## config.mk

```make
export PLATFORM = sky130hd
export DESIGN_NAME = pfde_ctrl
export DESIGN_NICKNAME = d
export VERILOG_FILES = /design/src/rtl/pfde_pkg.sv /design/src/rtl/pfde_ctrl.sv
export SDC_FILE = /design/constraint.sdc
export NUM_CORES = 1
export LEC_CHECK = 0
export BUFFER_PORTS_ARGS = -buffer_cell sky130_fd_sc_hd__buf_2
export CAP_MARGIN = 15
export CORE_AREA = 2 2 39 41
export DETAILED_ROUTE_END_ITERATION = 6
export DIE_AREA = 0 0 41 43
export GPL_ROUTABILITY_DRIVEN = 0
export GPL_TIMING_DRIVEN = 0
export PLACE_DENSITY = 0.74
export SLEW_MARGIN = 40
export SYNTH_ARGS = -nofsm -noshare
export SYNTH_HDL_FRONTEND = slang
export SYNTH_SLANG_ARGS = --single-unit
```

## constraint.sdc

```tcl
create_clock -name clk -period 2.9 [get_ports clk]
set_input_delay 0.435 -clock clk [delete_from_list [all_inputs] [get_ports clk]]
set_output_delay 0.435 -clock clk [all_outputs]
set_load 0.02 [all_outputs]
```

## src/rtl/pfde_pkg.sv

```systemverilog
// Shared types and codes for the paged framebuffer draw engine.
`timescale 1ns / 1ps
package pfde_pkg;

  typedef enum logic [2:0] {
    CMD_PIXEL = 3'd0,
    CMD_LINE  = 3'd1,
    CMD_RECT  = 3'd2,
    CMD_FILL  = 3'd3,
    CMD_CLEAR = 3'd4,
    CMD_READ  = 3'd5
  } cmd_t;

  typedef enum logic [3:0] {
    ST_INIT,
    ST_IDLE,
    ST_DECODE,
    ST_LINE_SETUP,
    ST_LINE_RD,
    ST_LINE_WAIT,
    ST_LINE_WR,
    ST_FILL_RD,
    ST_FILL_WAIT,
    ST_FILL_WR,
    ST_SCREEN,
    ST_READ_WAIT,
    ST_READ_OUT,
    ST_DONE
  } state_t;

  // Controller to datapath.
  typedef struct packed {
    logic       capture;     // latch the command fields
    logic       init_clear;  // sweep zeros after reset
    logic       line_setup;  // load a line from the segment counter
    logic       line_step;   // advance the Bresenham walker
    logic       fill_init;   // load fill counters
    logic       fill_step;   // advance fill counters
    logic       screen_step; // write one byte of a full-screen fill
    logic       mem_read;    // read the current pixel byte
    logic       mem_write;   // write back the modified byte
    logic       read_req;    // read for a read command
    logic       out_latch;   // take read data into the output
    logic       result;      // present the result
  } ctl_t;

  // Datapath to controller.
  typedef struct packed {
    logic       sweep_last;  // last byte of a sweep
    logic       line_last;   // segment walker done with final pixel
    logic       seg_last;    // last segment of the command
    logic       fill_last;   // fill counters at final pixel
    logic       fill_bad;    // reversed corners or off-screen first corner
    logic [2:0] cmd;
  } sts_t;

endpackage

```

## src/rtl/pfde_ctrl.sv

```systemverilog
// Controller state machine for the draw engine.
`timescale 1ns / 1ps
module pfde_ctrl import pfde_pkg::*; (
  input  logic clk,
  input  logic rst_n,
  input  logic start,
  output logic busy,
  output logic out_valid,
  input  sts_t sts,
  output ctl_t ctl
);

  state_t state_r, state_nxt;

  always_ff @(posedge clk) begin
    if (!rst_n) begin
      state_r   <= ST_INIT;
      out_valid <= 1'b0;
    end else begin
      state_r   <= state_nxt;
      out_valid <= (state_r == ST_DONE);
    end
  end

  always_comb begin
    state_nxt = state_r;
    unique case (state_r)
      ST_INIT:       if (sts.sweep_last) state_nxt = ST_IDLE;
      ST_IDLE:       if (start) state_nxt = ST_DECODE;
      ST_DECODE: begin
        unique case (sts.cmd) inside
          CMD_PIXEL, CMD_LINE, CMD_RECT: state_nxt = ST_LINE_SETUP;
          CMD_FILL:  state_nxt = ST_FILL_RD;
          CMD_CLEAR: state_nxt = ST_SCREEN;
          CMD_READ:  state_nxt = ST_READ_WAIT;
          default:   state_nxt = ST_DONE;
        endcase
      end
      ST_LINE_SETUP: state_nxt = ST_LINE_RD;
      ST_LINE_RD:    state_nxt = ST_LINE_WAIT;
      ST_LINE_WAIT:  state_nxt = ST_LINE_WR;
      ST_LINE_WR: begin
        if (sts.cmd == CMD_PIXEL) state_nxt = ST_DONE;
        else if (!sts.line_last) state_nxt = ST_LINE_RD;
        else if (sts.seg_last) state_nxt = ST_DONE;
        else state_nxt = ST_LINE_SETUP;
      end
      ST_FILL_RD:    state_nxt = sts.fill_bad ? ST_DONE : ST_FILL_WAIT;
      ST_FILL_WAIT:  state_nxt = ST_FILL_WR;
      ST_FILL_WR:    state_nxt = sts.fill_last ? ST_DONE : ST_FILL_RD;
      ST_SCREEN:     if (sts.sweep_last) state_nxt = ST_DONE;
      ST_READ_WAIT:  state_nxt = ST_READ_OUT;
      ST_READ_OUT:   state_nxt = ST_DONE;
      ST_DONE:       state_nxt = ST_IDLE;
      default:       state_nxt = ST_IDLE;
    endcase
  end

  always_comb begin
    ctl  = '0;
    busy = (state_r != ST_IDLE);
    unique case (state_r)
      ST_INIT:       ctl.init_clear = 1'b1;
      ST_IDLE:       ctl.capture = start;
      ST_DECODE:     ctl.fill_init = (sts.cmd == CMD_FILL);
      ST_LINE_SETUP: ctl.line_setup = 1'b1;
      ST_LINE_RD:    ctl.mem_read = 1'b1;
      ST_LINE_WR: begin
        ctl.mem_write = 1'b1;
        ctl.line_step = 1'b1;
      end
      ST_FILL_RD:    ctl.mem_read = 1'b1;
      ST_FILL_WR: begin
        ctl.mem_write = 1'b1;
        ctl.fill_step = 1'b1;
      end
      ST_SCREEN:     ctl.screen_step = 1'b1;
      ST_READ_WAIT:  ctl.read_req = 1'b1;
      ST_READ_OUT: begin
        ctl.read_req  = 1'b1;
        ctl.out_latch = 1'b1;
      end
      ST_DONE:       ctl.result = 1'b1;
      default:       ctl = '0;
    endcase
  end

endmodule

```

==> results of run 1 <==
## cell type report
| cell class | count | area share |
|---|---|---|
| well taps | 16 | 0.02792 |
| plain buffers | 7 | 0.08202 |
| flip-flops and latches | 5 | 0.1396 |
| clock buffers | 4 | 0.03665 |
| inverters | 2 | 0.01047 |
| multi-input cells | 60 | 0.5358 |
| repair buffers | 24 | 0.1675 |
## Yosys cell counts (2+ instances only)
master / count / area, um2
nor2_1: 9 / 33.78
a21oi_1: 7 / 35.03
dfxtp_1: 5 / 100.1
nand2_1: 5 / 18.77
nand2b_1: 4 / 25.02
nor3_1: 3 / 15.01
o21ai_0: 3 / 15.01
a211oi_1: 2 / 15.01
and2_1: 2 / 12.51
buf_2: 2 / 10.01
buf_4: 2 / 15.01
## final timing paths
check | endpoint | slack, ns | depth (start not counted)
hold / removal | state_r[3]$_SDFFE_PN0P_ | 0.48 | 2
hold reg to reg | state_r[1]$_SDFFE_PN0P_ | 0.74 | 3
setup reg to reg | state_r[2]$_SDFFE_PN0P_ | 1.53 | 5
setup / recovery | ctl[2] | 1.01 | 4
## kinds of logic after synthesis
logic type	count (synthesis)	share of synthesized area
AOI/OAI and AO/OA	25	0.3205
muxes	1	0.01818
buffers and inverters	9	0.1204
DFF	5	0.1818
and+or+nand+nor	33	0.3432
xor gates and xnor gates	1	0.01591
## stage by stage
stage / utilization / instances / cell area [um2] / power [mW]
after floorplan: - / 74 / 550.5 / 0.1463
after global placement: 0.4991 / 114 / 690.7 / 0.1737
after detailed placement: 0.4991 / 114 / 690.7 / 0.1747
after CTS: 0.5181 / 118 / 716.9 / 0.2553
after global routing: 0.5181 / 118 / 716.9 / 0.2719
final: 0.5181 / 118 / 716.9 / 0.2544
## layer usage
layer / share of wire / GRT usage
met1: 0.45 / 0.2452
met2: 0.49 / 0.2781
met3: 0.063 / 0.04712
met4: 0 / 0.03333
met5: 0 / 0
## cell usage in the layout, fill, tap and decap left out, types with 2 or more instances in the layout
master | synthesis | routed
buf_2 | 2 | 26
nor2_1 | 9 | 9
a21oi_1 | 7 | 7
nand2_1 | 5 | 5
dfxtp_1 | 5 | 5
clkbuf_4 | 1 | 4
nand2b_1 | 4 | 4
nor3_1 | 3 | 3
o21ai_0 | 3 | 3
buf_4 | 2 | 2
and2_1 | 2 | 2
a211oi_1 | 2 | 2
## sequential cells by signal (all words and copies together) (netlist names)
register,cells
state_r,4
out_valid,1
## power breakdown
group | total, mW | internal [mW] | switching, mW
Combinational | 0.0993 | 0.0427 | 0.0566
Clock | 0.0799 | 0.0520 | 0.0279
Sequential | 0.0752 | 0.0727 | 0.00253
Total | 0.254 | 0.167 | 0.0870
## critical path, stage by stage, from the launching register on
cell     delay (ns)
dfxtp_1        0.46
buf_2          0.27
mux2i_1        0.19
and2_1         0.13
buf_2          0.16
==> impl_metrics.toml, run 1 <==
[cells_and_area]
layout.area.seq_um2 = 100.1
multi_input_area_um2 = 384.1
flow.area_growth_from_synthesis_pct = 30.23
num-fill-cells = 148
diodes = 0
final_nets = 114
drive_gt1_frac = 0.3824

[power]
ir_worst_vdd_mv = 0.3297
power_density_mw_per_mm2 = 354.8
p_leak_nw = 0.3194

[yosys]
ys.flop_type = "dfxtp_1"
synth_cell_types = 41
synthCells = 74
syn_area_per_cell_um2 = 7.440
ys_ff_latch = 5
syn_area_um2 = 550.5
synth_edf_count = 0
async_flop_share = 0
syn-num-nets = 85
yosysWarnings = 0
ys_seq_area_frac = 0.1818

[worst_setup_path]
crit_start = "state_r[2]$_SDFFE_PN0P_"
crit_arrival_ns = 1.46
r2r_start = "state_r[0]$_SDFFE_PN0P_"
startpoint_type = "flop"
cp.required_ns = 2.47
crit_fanout = 10
path_class = "flop to output port"
critPathCaptureType = "output port"

[routing]
via_per_inst = 5.729
remaining_drc_errors = 0
drtIter0Drc = 11
finalWirelength_um = 1455
dr.pass1.iters = 4
vias = 676
ant_nets = 0
wl_per_cell_um = 12.33

[global_routing]
first_global_vias = 565
grt_max_degree = 11
grt_overflow = 0
gr-usage-all-layers = 0.1799
grt_first_pass_wirelength_um = 2270
grt_antenna_before_repair = 0

[timing]
fmax_ghz = 0.5283
max_slew_margin = 0.7261
hold-worst-slack_ns = 0.4755
hold_violations = 0
setup_ws_ns = 1.007
finClkSkew_ns = 0.0008693
tns_ns = 0
drv_slew = 0
fin_crit_sh = 0.6527
grt_setup_unrepaired = "no"
setup_viol = 0
worst_pin_slew_ns = 0.4005
finalCriticalPeriod_ns = 1.893

[clocking]
postCtsHoldBufs = 0
clockRootBuffer = "clkbuf_4"
cts_resized = 0
postCtsSetupRepairBufs = 0
cts_buffers = 3
cts.sinks = 5
cts_buffer_depth = 2
clk_pin_slew_ns = 0.04
insertion_delay_ns = 0.24
cts_max_level = 1
cts_tree = "done"

[floorplanning]
fp-row-count = 14
die_area_mm2 = 0.001763
coreArea_mm2 = 0.001384
die_h_um = 43
start_util = 0.3978
chipWidth_um = 41
boundaryPins = 25

[job]
maxCapViolCount = 0

[hold_path]
min_from = "rst_n"
min_path_type = "input pin to flop"

[place]
dpl_worst_slack_ns = 1.271
port_buffers = 24
hpwl_um = 1088

[outcome]
status = "finished clean"
(Power assumes the default switching activity.)
==> run 2: changes to the inputs <==
Clock period 2.9 ns to 1.8 ns, I/O delays scaled along.
==> run 2 against run 1 <==
Compared with the run above: final cell count unchanged; via count down 0.15%; critical endpoint unchanged; routed wire length up 0.69%; first-iteration DRC count down 18%; largest cell class unchanged; highest routed layer unchanged; sequential cell count unchanged; clock power up 61%; setup slack worse by 0.85 ns; global-route usage unchanged; cell area up 0.52%; count of clock-buffer cells in the layout unchanged; critical path depth up 1; clock skew about the same.
==> impl_metrics.toml, run 2 (synthesized netlist as in run 1, its figures left out) <==
[routing]
finalWirelength_um = 1465
ant_nets = 0
drtIter0Drc = 9
dr.pass1.iters = 4
wl_per_cell_um = 12.42
remaining_drc_errors = 0
vias = 675
via_per_inst = 5.720

[cells_and_area]
multi_input_area_um2 = 384.1
flow.area_growth_from_synthesis_pct = 30.91
largest_register_ffs = 4
drive_gt1_frac = 0.3922
layout.area.seq_um2 = 101.3
mostFrequentLayoutCells = "buf_2 (25), nor2_1 (9), a21oi_1 (7)"
top_regs = "state_r: 4 flops, out_valid: 1 flops"
final_common_cell = "buf_2"
final_nets = 114
top_register = "state_r"
num-fill-cells = 146
diodes = 0

[worst_setup_path]
path_cells = "buf_2, nand2_1, mux2i_1, and2_1, buf_2"
r2r_start = "state_r[0]$_SDFFE_PN0P_"
crit_arrival_ns = 1.38
path_class = "flop to output port"
r2r_slack_ns = 0.43
crit_buf_inv = 2
crit_slowest_cell = "dfxtp_1"
crit_cells = 5
startpoint_type = "flop"
reg2regPathDepth = 5
cp.required_ns = 1.53
cpPeakStageDelay_ns = 0.34
crit_fanout = 10
cp_top_family = "buffers and inverters"
crit_start = "state_r[1]$_SDFFE_PN0P_"
critPathCaptureType = "output port"
reg2reg_to = "state_r[2]$_SDFFE_PN0P_"
crit_path_frequent_cell = "buf_2"

[clocking]
postCtsSetupRepairBufs = 0
cts_buffer_depth = 2
clockRootBuffer = "clkbuf_4"
cts_buffers = 3
cts.sinks = 5
insertion_delay_ns = 0.24
cts_max_level = 1
cts_tree = "done"
clk_pin_slew_ns = 0.04

[floorplanning]
start_util = 0.3978
die_area_mm2 = 0.001763
boundaryPins = 25
coreArea_mm2 = 0.001384
chipWidth_um = 41
die_h_um = 43
fp-row-count = 14

[global_routing]
grt_first_pass_wirelength_um = 2270
first_global_vias = 565
grt_antenna_before_repair = 0
grt_max_degree = 11
gr-usage-all-layers = 0.1799
grt_overflow = 0

[timing]
max_slew_margin = 0.7265
setup_viol = 0
tns_ns = 0
drv_slew = 0
hold_violations = 0
hold-worst-slack_ns = 0.3083
fmax_ghz = 0.6076
worst_pin_slew_ns = 0.3999
finalCriticalPeriod_ns = 1.646
fin_crit_sh = 0.9144
setup_ws_ns = 0.1541
finClkSkew_ns = 0.0007142
grt_setup_unrepaired = "no"

[outcome]
status = "finished clean"

[place]
dpl_worst_slack_ns = 0.3365
port_buffers = 24
hpwl_um = 1088

[hold_path]
min_from = "rst_n"
whs_path_depth = 2
min_path_type = "input pin to flop"
holdPathEnd = "state_r[3]$_SDFFE_PN0P_"

[power]
ir_worst_vdd_mv = 0.5320
p_leak_nw = 0.3192
p_sw_frac = 0.3429
p_seq_frac = 0.295
power_density_mw_per_mm2 = 569.6
power.internal_mw = 0.2697
totalPowerFinal_mw = 0.4105
clock_power_share = 0.314
p_switching_mw = 0.1408
p_comb_frac = 0.391

[job]
maxCapViolCount = 0
## run 2: area by class of cell
class                           instances  area share
Tap cell                               16     0.02778
Inverter                                2     0.01042
Sequential cell                         5      0.1406
Clock buffer                            4     0.03646
Buffer                                  7     0.08507
Timing Repair Buffer                   24      0.1667
Multi-Input combinational cell         60      0.5330
## run 2: power by group through the flow
stage	Combinational (mW)	Clock, mW	Sequential [mW]
floorplan	0.114	0	0.122
global placement	0.157	0	0.122
detailed placement	0.159	0	0.123
CTS	0.159	0.132	0.121
global route	0.176	0.141	0.121
finish	0.160	0.129	0.121
## run 2: worst max-delay path by stage
stage / end / slack (ns)
6_report: ctl[2] / 0.15
5_1_grt: ctl[2] / 0.05
2_1_floorplan: state_r[0]$_SDFFE_PN0P_ / 0.42
3_5_place_dp: ctl[2] / 0.34
3_3_place_gp: ctl[2] / 0.37
4_1_cts: ctl[2] / 0.08
## run 2: metal layers
layer	wire, um	vias up	track usage
met5	0	-	0
met4	0	0	0.03333
met3	100	0	0.04712
met2	703	28	0.2781
met1	661	309	0.2452
li1	-	338	-
## run 2: repair_timing
action,in CTS,in global routing
hold buffers,0,0
resized for setup,0,2
endpoints found under the hold margin,0,0
endpoints found under the setup margin,0,1
## run 2: through the flow
step                      utilization  instance area, um2  std cells
after global placement         0.4991               690.7        114
after CTS                      0.5181               716.9        118
after global routing           0.5208               720.7        118
after floorplan                     -               550.5         74
final                          0.5208               720.7        118
after detailed placement       0.4991               690.7        114
==> run 3: changes to the inputs <==
Settings changed: RECOVER_POWER from default to 50.
==> run 3 against run 2 <==
Compared with the run above: setup slack better by 0.0049 ns; combinational power hardly changed; via count is 1.6% lower; sequential share of layout area is 0.20 points higher; sequential power hardly changed; clock power hardly changed; power is 0.42% lower; die area stayed put; largest cell class unchanged; largest power group unchanged.
==> impl_metrics.toml, run 3 (synthesized netlist as in run 1, its figures left out) <==
[outcome]
status = "finished clean"

[global_routing]
first_global_vias = 565
grt_max_degree = 11
grt_antenna_before_repair = 0
gr-usage-all-layers = 0.1799
grt_overflow = 0
grt_first_pass_wirelength_um = 2270

[floorplanning]
boundaryPins = 25
die_area_mm2 = 0.001763
die_h_um = 43
fp-row-count = 14
chipWidth_um = 41
start_util = 0.3978
coreArea_mm2 = 0.001384

[power]
power_density_mw_per_mm2 = 575.2
p_switching_mw = 0.1400
ir_worst_vdd_mv = 0.5314
p_seq_frac = 0.296
clock_power_share = 0.315
p_sw_frac = 0.3426
power.internal_mw = 0.2687
p_leak_nw = 0.3069
p_comb_frac = 0.389

[timing]
max_slew_margin = 0.6633
grt_setup_unrepaired = "no"
tns_ns = 0
setup_viol = 0
fin_crit_sh = 0.9116
drv_slew = 0
worst_pin_slew_ns = 0.4924
finClkSkew_ns = 0.0004977
finalCriticalPeriod_ns = 1.641
hold_violations = 0
fmax_ghz = 0.6094

[hold_path]
whs_path_depth = 2
min_from = "rst_n"
holdPathEnd = "state_r[3]$_SDFFE_PN0P_"
min_path_type = "input pin to flop"

[worst_setup_path]
crit_cells = 5
crit_buf_inv = 2
crit_path_frequent_cell = "buf_2"
critPathCaptureType = "output port"
cp_top_family = "buffers and inverters"
startpoint_type = "flop"
r2r_start = "state_r[1]$_SDFFE_PN0P_"
cp.required_ns = 1.53
crit_arrival_ns = 1.37
path_cells = "buf_2, nand2_1, mux2i_1, and2_1, buf_2"
path_class = "flop to output port"
reg2regPathDepth = 5
crit_slowest_cell = "dfxtp_1"
r2r_slack_ns = 0.35
crit_fanout = 10
reg2reg_to = "state_r[1]$_SDFFE_PN0P_"
cpPeakStageDelay_ns = 0.34

[cells_and_area]
top_regs = "state_r: 4 flops, out_valid: 1 flops"
final_core_util = 0.5136
final_common_cell = "buf_2"
diodes = 0
mostFrequentLayoutCells = "buf_2 (23), nor2_1 (9), a21oi_1 (7)"
flow.area_growth_from_synthesis_pct = 29.09
final_nets = 114
top_register = "state_r"
largest_register_ffs = 4
drive_gt1_frac = 0.3627

[routing]
dr.pass1.iters = 4
ant_nets = 0
finalWirelength_um = 1456
vias = 664
remaining_drc_errors = 0
wl_per_cell_um = 12.34
via_per_inst = 5.627
drtIter0Drc = 13

[clocking]
clk_pin_slew_ns = 0.04
postCtsHoldBufs = 0
cts_tree = "done"
clockRootBuffer = "clkbuf_4"
postCtsSetupRepairBufs = 0
cts_buffer_depth = 2
cts_max_level = 1
cts_buffers = 3
insertion_delay_ns = 0.24
cts.sinks = 5

[job]
maxCapViolCount = 0

[place]
port_buffers = 24
hpwl_um = 1088
-- run 3: cell count changes in the layout (fill, tap and decap cells not counted), sizes merged --
| cell | before | now |
|---|---|---|
| buf | 29 | 27 |
| clkbuf | 6 | 8 |
-- run 3: metal layers --
| layer | global-route usage | share of wire | wire length [um] | vias up |
|---|---|---|---|---|
| met4 | 0.03333 | 0 | 0 | 0 |
| met2 | 0.2781 | 0.49 | 710 | 30 |
| met5 | 0 | 0 | 0 | - |
| met3 | 0.04712 | 0.084 | 123 | 0 |
| met1 | 0.2452 | 0.43 | 622 | 297 |
| li1 | - | - | - | 337 |
-- run 3: worst max path at each step --
| stage | to | start |
|---|---|---|
| after global routing | ctl[2] | state_r[1]$_SDFFE_PN0P_ |
| after detailed placement | ctl[2] | state_r[2]$_SDFFE_PN0P_ |
| after global placement | ctl[2] | state_r[2]$_SDFFE_PN0P_ |
| after floorplan | state_r[0]$_SDFFE_PN0P_ | state_r[3]$_SDFFE_PN0P_ |
| after CTS | ctl[2] | state_r[2]$_SDFFE_PN0P_ |
| final | ctl[2] | state_r[1]$_SDFFE_PN0P_ |
-- run 3: worst reg2reg max path, delay by kind of cell, from the launching register on --
kind | cells | cell delay [ns]
flops | 1 | 0.31
compound gates | 4 | 0.83
buf+inv | 1 | 0.18
-- run 3: layout make-up --
| class | instances | area [um2] |
|---|---|---|
| buffer | 7 | 58.81 |
| sequential | 5 | 101.3 |
| clock buffer | 4 | 26.28 |
| tap | 16 | 20.02 |
| multi-input combinational | 60 | 379.1 |
| timing repair buffer | 24 | 117.6 |
| fill | 151 | 673.1 |
| inverter | 2 | 7.507 |
-- run 3: what timing repair did --
item,4_1_cts,5_1_grt
setup endpoints to repair,0,1
gates resized for setup,0,2
endpoints found under the hold margin,0,0
-- run 3: metrics by stage --
step	std cells	cell area [um2]	worst slack (ns)	hold slack (ns)	total power, mW
floorplan	74	550.5	0.4161	0.3876	0.2357
global placement	114	690.7	0.3692	0.5497	0.2798
detailed placement	114	690.7	0.3365	0.5524	0.2814
CTS	118	716.9	0.07842	0.3061	0.4113
global route	118	710.7	0.05334	0.3155	0.4370
finish	118	710.7	0.1590	0.3066	0.4088
-- run 3: power by group through the flow --
| stage | combinational, mW | clock (mW) | sequential (mW) |
|---|---|---|---|
| 2_1_floorplan | 0.114 | 0 | 0.122 |
| 3_3_place_gp | 0.157 | 0 | 0.122 |
| 3_5_place_dp | 0.159 | 0 | 0.123 |
| 4_1_cts | 0.159 | 0.132 | 0.121 |
| 5_1_grt | 0.174 | 0.141 | 0.121 |
| 6_report | 0.159 | 0.129 | 0.121 |
